[config.mk]
export PLATFORM = sky130hd
export DESIGN_NAME = rmst_ctrl
export DESIGN_NICKNAME = d
export VERILOG_FILES = /design/src/design/rmst_pkg.sv /design/src/design/rmst_ctrl.sv
export VERILOG_INCLUDE_DIRS = /design/src /design/src/design
export SDC_FILE = /design/constraint.sdc
export NUM_CORES = 1
export LEC_CHECK = 0
export ABC_AREA = 1
export BUFFER_PORTS_ARGS = -buffer_cell sky130_fd_sc_hd__buf_2
export CORE_AREA = 2 2 39 41
export CTS_CLUSTER_DIAMETER = 150
export DETAILED_ROUTE_END_ITERATION = 12
export DIE_AREA = 0 0 41 43
export GPL_ROUTABILITY_DRIVEN = 1
export GPL_TIMING_DRIVEN = 0
export MAX_ROUTING_LAYER = met4
export SYNTH_ARGS = -nofsm -noshare
export SYNTH_HDL_FRONTEND = slang
export SYNTH_SLANG_ARGS = --single-unit
[constraint.sdc]
create_clock -name clk -period 2.72 [get_ports clk]
set_input_delay 0.544 -clock clk [delete_from_list [all_inputs] [get_ports clk]]
set_output_delay 0.544 -clock clk [all_outputs]
set_load 0.02 [all_outputs]
[src/design/assert_macros.svh]
// assertion macros shared by the run merge size tracker rtl
// no dependencies; the assertion bodies drop out when SYNTHESIS is defined
`ifndef ASSERT_MACROS_SVH
`define ASSERT_MACROS_SVH

`ifndef SYNTHESIS

// antecedent holds in a cycle -> consequent holds in the same cycle
`define RMST_ASSERT_IMP(lbl, clk, rst_n, a, b) \
  lbl: assert property (@(posedge clk) disable iff (!rst_n) (a) |-> (b)) \
    else $error("rmst assertion failed");

// antecedent holds in a cycle -> consequent holds in the next cycle
`define RMST_ASSERT_NXT(lbl, clk, rst_n, a, b) \
  lbl: assert property (@(posedge clk) disable iff (!rst_n) (a) |=> (b)) \
    else $error("rmst assertion failed");

`else

`define RMST_ASSERT_IMP(lbl, clk, rst_n, a, b)
`define RMST_ASSERT_NXT(lbl, clk, rst_n, a, b)

`endif

`endif

[src/design/rmst_pkg.sv]
// shared types and constants for the run merge size tracker
// used by rmst_ctrl, rmst_dp and run_merge_size_tracker_unit
`timescale 1ns / 1ps

package rmst_pkg;

  // fixed field widths
  localparam int POS_W     = 11;
  localparam int STEP_W    = 11;
  localparam int CNT_OUT_W = 10;
  localparam int LAST_W    = 12;

  typedef logic [1:0] status_t;
  localparam status_t STS_OK    = 2'd0;
  localparam status_t STS_RANGE = 2'd1;
  localparam status_t STS_DUP   = 2'd2;

  typedef logic cfg_idx_t;
  localparam cfg_idx_t REG_POSITIONS = 1'b0;
  localparam cfg_idx_t REG_TARGET    = 1'b1;

  localparam logic [POS_W-1:0] POSITIONS_RESET = 11'd1024;
  localparam logic [POS_W-1:0] TARGET_RESET    = 11'd1;

  typedef enum logic [3:0] {
    S_CLEAR,
    S_IDLE,
    S_RD0,
    S_RD1,
    S_RD2,
    S_EVAL,
    S_HL_RD,
    S_HL_WR,
    S_HR_RD,
    S_HR_WR,
    S_HM_RD,
    S_HM_WR,
    S_TGT,
    S_FIN
  } state_t;

  // one strobe per sequencer step
  typedef struct packed {
    logic clear;
    logic load;
    logic rd0;
    logic rd1;
    logic rd2;
    logic eval;
    logic hl_rd;
    logic hl_wr;
    logic hr_rd;
    logic hr_wr;
    logic hm_rd;
    logic hm_wr;
    logic tgt_rd;
    logic finish;
  } cmd_t;

  typedef struct packed {
    logic clr_last;
    logic err;
    logic out_free;
  } sts_t;

endpackage

[src/design/rmst_ctrl.sv]
// sequencer for the run merge size tracker: clearing pass, then one transaction
// at a time through the memory steps; depends on rmst_pkg and assert_macros.svh
`timescale 1ns / 1ps
`include "assert_macros.svh"

module rmst_ctrl (
  input  logic           clk,
  input  logic           rst_n,
  input  logic           in_valid,
  output logic           in_ready,
  output rmst_pkg::cmd_t cmd,
  input  rmst_pkg::sts_t sts
);
  import rmst_pkg::*;

  state_t state_r, state_nxt;

  always_ff @(posedge clk) begin
    if (!rst_n) begin
      state_r <= S_CLEAR;
    end else begin
      state_r <= state_nxt;
    end
  end

  always_comb begin
    state_nxt = state_r;
    cmd       = '0;
    in_ready  = 1'b0;
    unique case (state_r)
      S_CLEAR: begin
        cmd.clear = 1'b1;
        if (sts.clr_last) state_nxt = S_IDLE;
      end
      S_IDLE: begin
        in_ready = 1'b1;
        if (in_valid) begin
          cmd.load  = 1'b1;
          state_nxt = S_RD0;
        end
      end
      S_RD0: begin
        cmd.rd0   = 1'b1;
        state_nxt = S_RD1;
      end
      S_RD1: begin
        cmd.rd1   = 1'b1;
        state_nxt = S_RD2;
      end
      S_RD2: begin
        cmd.rd2   = 1'b1;
        state_nxt = S_EVAL;
      end
      S_EVAL: begin
        cmd.eval  = 1'b1;
        // rejected positions skip the histogram updates
        state_nxt = sts.err ? S_TGT : S_HL_RD;
      end
      S_HL_RD: begin
        cmd.hl_rd = 1'b1;
        state_nxt = S_HL_WR;
      end
      S_HL_WR: begin
        cmd.hl_wr = 1'b1;
        state_nxt = S_HR_RD;
      end
      S_HR_RD: begin
        cmd.hr_rd = 1'b1;
        state_nxt = S_HR_WR;
      end
      S_HR_WR: begin
        cmd.hr_wr = 1'b1;
        state_nxt = S_HM_RD;
      end
      S_HM_RD: begin
        cmd.hm_rd = 1'b1;
        state_nxt = S_HM_WR;
      end
      S_HM_WR: begin
        cmd.hm_wr = 1'b1;
        state_nxt = S_TGT;
      end
      S_TGT: begin
        cmd.tgt_rd = 1'b1;
        state_nxt  = S_FIN;
      end
      S_FIN: begin
        if (sts.out_free) begin
          cmd.finish = 1'b1;
          state_nxt  = S_IDLE;
        end
      end
      default: begin
        state_nxt = S_CLEAR;
      end
    endcase
  end

  `RMST_ASSERT_IMP(a_single_cmd, clk, rst_n, 1'b1, $onehot0(cmd))
  `RMST_ASSERT_NXT(a_accept_starts, clk, rst_n, in_valid && in_ready, state_r == S_RD0)
  `RMST_ASSERT_IMP(a_finish_room, clk, rst_n, cmd.finish, sts.out_free && !in_ready)

endmodule

Word level (Yosys, flattened, before mapping). Cells that the tools add are included.

Flip-flop bits (word level): 4. Bits of input ports: 6. Output and inout bits: 15. Logic and storage cells: 41.

Equality and inequality tests: 16. Mux-type cells: 22. Reduce and logical (&&, ||, !) cells: 2.

Operators with widths (number): 4-bit case mux with 14 select lines (1); 4-bit == test, second input constant (6); 1-bit two-way mux (17); 4-bit by 3-bit == test with 1-bit output, second input constant (4); 4-bit two-way mux (4); 4-bit by 2-bit == test with 1-bit output, second input constant (2); 2-bit != test, second input constant (3); 4-bit by 1-bit == test with 1-bit output, second input constant (1); 4-bit logical NOT (1); 3-bit AND reduction (1).

Longest topological paths before layout. Gate-level depths: netlist of the first run.

Depth after elaboration: 3. Gate-level depth with buffers: 8. Gate-level depth less buffers: 8.

Worst setup path before layout of the first run. Ideal clock, no wire load.

Path kind: register to output. From: register state_r[3]. To: output port cmd[12] in the netlist's numbering. Data arrival time: 1109 ps. Required time: 2176 ps. Path slack: 1067 ps. Stages on the path, launching flop included: 4. Path buffers: 0. Path through: dfxtp_1 nor2_1 inv_1 nor3_1.

RTL lines: start, declared (RTL line rmst_ctrl.sv:16) `state_t state_r, state_nxt;`; start signal, assigned (RTL line rmst_ctrl.sv:22) `state_r <= state_nxt;`; end, declared (RTL line rmst_ctrl.sv:11) `output rmst_pkg::cmd_t cmd,`.

==> flow_metrics.env, run 1 <==
export IMPL_outcome="finished, final reports clean"
export IMPL_start_util_pct=25.77
export IMPL_p_int_mw=0.1411
export IMPL_swShare_pct=38.41
export IMPL_ys_top_cells_by_area="dfxtp_1, nor2_1, inv_1, nand2_1, nand3_1"
export IMPL_core_sq_um=1384
export IMPL_hpwlAfterDp_um=740.5
export IMPL_syn_nets=74
export IMPL_cts_sinks=4
export IMPL_via_count=460
export IMPL_endpoint_kind="output port"
export IMPL_vias_per_cell=4.299
export IMPL_cts_buffer_depth=2
export IMPL_max_slew_margin_pct=82.20
export IMPL_worstReg2RegEnd="state_r[1]$_SDFFE_PN0P_"
export IMPL_largest_reg_flops=4
export IMPL_grt_setup_unrepaired="no"
export IMPL_grt_pass1_wl_um=1311
export IMPL_synth_cell_area_sq_um=356.6
export IMPL_r2r_slack_ns=1.50
export IMPL_min_to="state_r[0]$_SDFFE_PN0P_"
export IMPL_finalNetCount=99
export IMPL_placed_area_sq_um=476.7
export IMPL_pin_count=21
export IMPL_synthToLayoutAreaGrowth_pct=40.00
export IMPL_synth_distinct_cells=15
export IMPL_top_regs="state_r x4"
export IMPL_htreeDepth=1
export IMPL_fin_cells=107
export IMPL_grt_usage_pct=10.91
export IMPL_period_share_pct=66.46
export IMPL_syn_mean_instance_area_sq_um=5.244
export IMPL_die_area_sq_um=1763
export IMPL_wl_per_cell_um=8.206
export IMPL_ys_seq_elements=4
export IMPL_clk_latency_ns=0.23
export IMPL_critical_path_max_fanout=5
export IMPL_portBuffers=20
export IMPL_drt_pass1_iter_count=4
export IMPL_die_height_um=43
export IMPL_hold_depth=3
export IMPL_synth_top_area_share_pct=22.46
export IMPL_crit_type="flip-flop to output port"
export IMPL_arrival_ns=1.26
export IMPL_max_cap_violations=0
export IMPL_place_congestion=0.7737
export IMPL_hold_start="rst_n"
export IMPL_antenna_found_initial=0
export IMPL_async_flop_share_pct=0
export IMPL_worst_setup_path_start_kind="flip-flop"
export IMPL_seqPwrFrac_pct=31.2
export IMPL_drive_above_1_share_pct=31.87
export IMPL_synthTopCellsByCount="nor2_1, inv_1, nand2_1, dfxtp_1, nand3_1"
export IMPL_design_area_sq_um=499.2
export IMPL_ys_warn_count=0
export IMPL_grt_util_met1_pct=15.11
export IMPL_drt_iter0_drc=8
export IMPL_cts_resized_gates=0
export IMPL_postSynthCellCount=68
export IMPL_max_freq_mhz=553.2
export IMPL_grt_overflow_total=0
export IMPL_vdd_ir_drop_max_mv=0.1544
export IMPL_ys_seq_area_share_pct=22.46
export IMPL_regMostFlops="state_r"
export IMPL_p_leak_nw=0.3351
export IMPL_dpl_cell_count=104
export IMPL_gr_usage_met2_pct=14.69
export IMPL_grtUsageMet3_pct=1.571
export IMPL_postCtsSetupBuffers=0
export IMPL_synthFlopType="dfxtp_1"
export IMPL_grt_max_degree=7
export IMPL_setup_tns_final_ns=0
export IMPL_combPwrFrac_pct=37.3
export IMPL_synth_most_common_cell="nor2_1"
export IMPL_cts_root_buf="clkbuf_4"
export IMPL_rr_worst_depth=6
export IMPL_num_rows=14
export IMPL_antenna_cells=0
export IMPL_fin_crit_ns=1.808
export IMPL_ant_nets=0
export IMPL_synth_edf_count=0
export IMPL_die_w_um=41
export IMPL_wl_um=878
export IMPL_clk_pin_slew_ns=0.03
export IMPL_p_clk_share_pct=31.5
export IMPL_grt_busiest_layer="met1"
export IMPL_tightestPinTransition_ns=0.2661
export IMPL_setup_viol=0
export IMPL_finalHoldViolCount=0
export IMPL_fin_skew_ns=0.0005930
export IMPL_yosysTopAreaCell="dfxtp_1"
export IMPL_cp_required_ns=2.18
export IMPL_first_global_vias=351
export IMPL_drc_errors=0
export IMPL_powerDensity_nw_per_um2=458.9
export IMPL_min_path_type="input pin to flip-flop"
export IMPL_fill_cells=168
export IMPL_r2r_start="state_r[1]$_SDFFE_PN0P_"
export IMPL_cts_made_buffers=3
export IMPL_ctsHoldBuffers=0
export IMPL_cts_tree="done"
export IMPL_drv_slew=0
export IMPL_p_switching_mw=0.08800
[metal layers]
layer  wire length [um]  part of all wire, %
met5                  0                    0
met4                 15                  1.7
met3                 69                  7.9
met2                384                   44
met1                409                   47
[final cells by class]
cell class              instances  area [sq um]  area share (%)
clock buffers                   3         22.52           4.511
inverters                      18         67.56           13.53
multi-input cells              46         209.0           41.85
flip-flops and latches          4         80.08           16.04
well taps                      16         20.02           4.010
repair buffers                 20         100.1           20.05
[per-stage QoR]
stage	setup slack [ns]	hold slack, ns	total power [mW]	util (%)
6_report	0.9122	0.5751	0.2291	36.08
5_1_grt	0.8032	0.5897	0.2441	36.08
4_1_cts	0.9054	0.5775	0.2322	36.08
3_5_place_dp	1.156	0.5808	0.1585	34.45
3_3_place_gp	1.165	0.5755	0.1581	34.45
2_1_floorplan	1.067	0.5443	0.1335	-
[worst max path at each step]
stage                             from  endpoint  slack, ns  cells past startpoint
2_1_floorplan  state_r[3]$_SDFFE_PN0P_   cmd[12]       1.07                      3
6_report       state_r[1]$_SDFFE_PN0P_    cmd[5]       0.91                      4
4_1_cts        state_r[1]$_SDFFE_PN0P_    cmd[1]       0.91                      4
5_1_grt        state_r[3]$_SDFFE_PN0P_   cmd[12]       0.80                      4
3_5_place_dp   state_r[1]$_SDFFE_PN0P_    cmd[1]       1.16                      4
3_3_place_gp   state_r[1]$_SDFFE_PN0P_    cmd[1]       1.17                      4
[critical path: stages, from the launching register on]
cell and delay (ns):
dfxtp_1 0.36, nor2_1 0.26, inv_1 0.14, nor2_1 0.10, buf_2 0.17
[cells in the final DEF, fill, tap and decap left out]
cell      synthesis  final
buf_2             0     20
nor2_1           16     16
inv_1            15     15
nand2_1          13     13
nand3_1           4      4
dfxtp_1           4      4
inv_2             3      3
nor3_1            3      3
clkbuf_4          0      3
nor2_2            2      2
o21ai_0           2      2
nor2_4            1      1
nand3b_1          1      1
a31oi_1           1      1
a211oi_1          1      1
a21oi_1           1      1
o21ai_1           1      1
[logic make-up (layout without fill, tap and decap cells)]
| logic type | after synthesis | in the layout | synth area share [%] |
|---|---|---|---|
| DFF | 4 | 4 | 22.46 |
| and+or+nand+nor | 40 | 40 | 49.12 |
| buffers and inverters | 18 | 41 | 18.95 |
| AOI/OAI and AO/OA | 6 | 6 | 9.473 |
[power groups by stage]
stage / Combinational, mW / Clock [mW] / Sequential, mW
after floorplan: 0.0626 / 0 / 0.0709
after global placement: 0.0856 / 0 / 0.0726
after detailed placement: 0.0860 / 0 / 0.0725
after CTS: 0.0863 / 0.0743 / 0.0716
after global routing: 0.0949 / 0.0770 / 0.0722
final: 0.0855 / 0.0722 / 0.0715
Note: power is estimated with default switching activity, not from simulation.
==> run 2: changes to the inputs <==
Settings changed: ABC_AREA 1 to 0.
Clock period 2.72 ns to 1.5 ns, I/O delays scaled along.
==> run 2 against run 1 <==
  * Clock power grew 76%
  * Hold slack worse by 0.24 ns
  * Design area is 33% higher
  * Synthesized cell count fell by 25%
  * Critical path depth is the same
  * Via count rose by 0.22%
  * Register-to-register slack worse by 1.0 ns
==> flow_metrics.env, run 2 <==
export IMPL_synth_top_family_by_area="simple AND/OR/NAND/NOR gates"
export IMPL_critical_path_max_fanout=10
export IMPL_period_share_pct=98.11
export IMPL_grt_overflow_total=0
export IMPL_p_leak_nw=0.3000
export IMPL_placed_area_sq_um=486.7
export IMPL_synthToLayoutAreaGrowth_pct=84.72
export IMPL_clk_pin_slew_ns=0.03
export IMPL_fin_crit_ns=1.472
export IMPL_synthTopCellsByCount="nor2_1, nor3_1, dfxtp_1, nand2_1, nand2b_1"
export IMPL_hpwlAfterDp_um=711.6
export IMPL_grt_busiest_layer="met2"
export IMPL_grt_setup_unrepaired="yes"
export IMPL_design_area_sq_um=665.6
export IMPL_hold_slack_ns=0.3398
export IMPL_setup_viol=0
export IMPL_synth_most_common_cell="nor2_1"
export IMPL_first_global_vias=366
export IMPL_ys_warn_count=0
export IMPL_grt_util_met1_pct=14.15
export IMPL_start_util_pct=26.04
export IMPL_fill_cells=146
export IMPL_syn_nets=57
export IMPL_worstReg2RegEnd="state_r[0]$_SDFFE_PN0P_"
export IMPL_worst_setup_path_start_kind="flip-flop"
export IMPL_wl_per_cell_um=11.37
export IMPL_r2r_start="state_r[2]$_SDFFE_PN0P_"
export IMPL_dpl_cell_count=87
export IMPL_regMostFlops="state_r"
export IMPL_crit_type="flip-flop to output port"
export IMPL_htreeDepth=1
export IMPL_cts_tree="done"
export IMPL_ys_seq_area_share_pct=22.22
export IMPL_ys_seq_elements=4
export IMPL_hold_start="rst_n"
export IMPL_via_count=461
export IMPL_arrival_ns=1.17
export IMPL_clk_latency_ns=0.23
export IMPL_grt_pass1_wl_um=1449
export IMPL_synth_compound_area_share_pct=23.61
export IMPL_synth_edf_count=0
export IMPL_syn_mean_instance_area_sq_um=7.066
export IMPL_cts_made_buffers=3
export IMPL_vdd_ir_drop_max_mv=0.4745
export IMPL_wl_um=1080
export IMPL_layout_common_cells="buf_2, buf_4, nor2_1"
export IMPL_place_congestion=0.7589
export IMPL_pin_count=21
export IMPL_core_sq_um=1384
export IMPL_drv_slew=0
export IMPL_top_regs="state_r x4"
export IMPL_outcome="finished, final reports clean"
export IMPL_synthMuxAreaShare_pct=0
export IMPL_grt_usage_pct=12.35
export IMPL_r2r_slack_ns=0.46
export IMPL_fin_skew_ns=0.0006317
export IMPL_drt_pass1_iter_count=4
export IMPL_die_w_um=41
export IMPL_grt_max_degree=11
export IMPL_synthFlopType="dfxtp_1"
export IMPL_tightestPinTransition_ns=0.2106
export IMPL_postSynthCellCount=51
export IMPL_portBuffers=20
export IMPL_drive_above_1_share_pct=64.56
export IMPL_fin_cells=95
export IMPL_endpoint_kind="output port"
export IMPL_largest_reg_flops=4
export IMPL_die_area_sq_um=1763
export IMPL_synth_cell_area_sq_um=360.3
export IMPL_cts_buffer_depth=2
export IMPL_hold_depth=3
export IMPL_p_total_mw=0.6566
export IMPL_finalHoldViolCount=0
export IMPL_rr_worst_depth=4
export IMPL_finalNetCount=87
export IMPL_min_path_type="input pin to flip-flop"
export IMPL_final_util_pct=48.10
export IMPL_max_cap_violations=0
export IMPL_yosysTopAreaCell="dfxtp_1"
export IMPL_gr_usage_met2_pct=18.13
export IMPL_ys_top_cells_by_area="dfxtp_1, nor3_1, nor2_1, nand2b_1, buf_4"
export IMPL_die_height_um=43
export IMPL_synth_fa_ha_area_share_pct=0
export IMPL_mostFrequentLayoutCell="buf_2"
export IMPL_async_flop_share_pct=0
export IMPL_ant_nets=0
export IMPL_max_freq_mhz=679.5
export IMPL_powerDensity_nw_per_um2=986.4
export IMPL_vias_per_cell=4.853
export IMPL_synth_top_area_share_pct=22.22
export IMPL_antenna_cells=0
export IMPL_cts_root_buf="clkbuf_4"
export IMPL_drc_errors=0
export IMPL_cts_sinks=4
export IMPL_synth_distinct_cells=25
export IMPL_num_rows=14
export IMPL_cp_required_ns=1.20
export IMPL_max_slew_margin_pct=85.93
export IMPL_yosys_area_share_simple_pct=42.01
export IMPL_antenna_found_initial=0
export IMPL_drt_iter0_drc=5
export IMPL_synth_xor_area_share_pct=2.431
export IMPL_min_to="state_r[2]$_SDFFE_PN0P_"
export IMPL_grtUsageMet3_pct=3.141
-- run 2: cell types whose count changed after synthesis, moves of 2 or more --
cell,change
nor2_2,-2
inv_1,-13
nand2b_1,+4
nor3_1,+4
nand2_1,-9
buf_4,+3
inv_2,-3
nand3_1,-3
nor2_1,-8
o21ai_0,-2
-- run 2: worst max-delay path by stage --
stage                            startpoint  cells past startpoint  endpoint
floorplan           state_r[3]$_SDFFE_PN0P_                      3   cmd[12]
global placement    state_r[3]$_SDFFE_PN0P_                      4    cmd[0]
detailed placement  state_r[1]$_SDFFE_PN0P_                      4    cmd[0]
CTS                 state_r[2]$_SDFFE_PN0P_                      4    cmd[0]
global route        state_r[2]$_SDFFE_PN0P_                      4    cmd[8]
finish              state_r[2]$_SDFFE_PN0P_                      4    cmd[8]
-- run 2: power breakdown --
part	switching (mW)	internal [mW]
Clock	0.0383	0.0891
Sequential	0.0242	0.129
Combinational	0.191	0.185
-- run 2: critical path, cell delays in order (launching register included) --
cell and delay [ns]:
dfxtp_2 0.36, buf_6 0.17, nand2_2 0.09, nor3_1 0.13, buf_2 0.19
-- run 2: logic make-up after synthesis --
logic type,Yosys count
AND/OR/NAND/NOR,30
AO/OA/AOI/OAI,10
buffers and inverters,6
flip-flops,4
XOR/XNOR,1
-- run 2: final cells by class --
cell class | instances | area (sq um) | area share [%]
well taps | 16 | 20.02 | 3.008
plain buffers | 4 | 48.80 | 7.331
multi-input cells | 41 | 316.6 | 47.56
flip-flops and latches | 4 | 87.58 | 13.16
inverters | 2 | 7.507 | 1.128
repair buffers | 25 | 162.7 | 24.44
clock buffers | 3 | 22.52 | 3.383
-- run 2: timing repair --
item                                    CTS  global route
endpoints found under the setup margin   14            10
endpoints found under the hold margin     0             0
hold buffers                              0             0
cloned                                    0             1
resized for setup                        13            21
pin swaps                                 0             2
setup buffers                             0             4
-- run 2: stage by stage --
step	TNS [ns]	worst slack [ns]
final	0	0.02829
after global routing	-0.1181	-0.05082
after CTS	-0.02919	-0.01935
after detailed placement	0	0.1449
after global placement	0	0.1524
after floorplan	0	0.05632
-- run 2: routing by layer --
metal	up-vias	share of wire, %
met5	-	0
met4	0	0
met3	0	7.7
met2	16	51
met1	208	41
li1	237	-
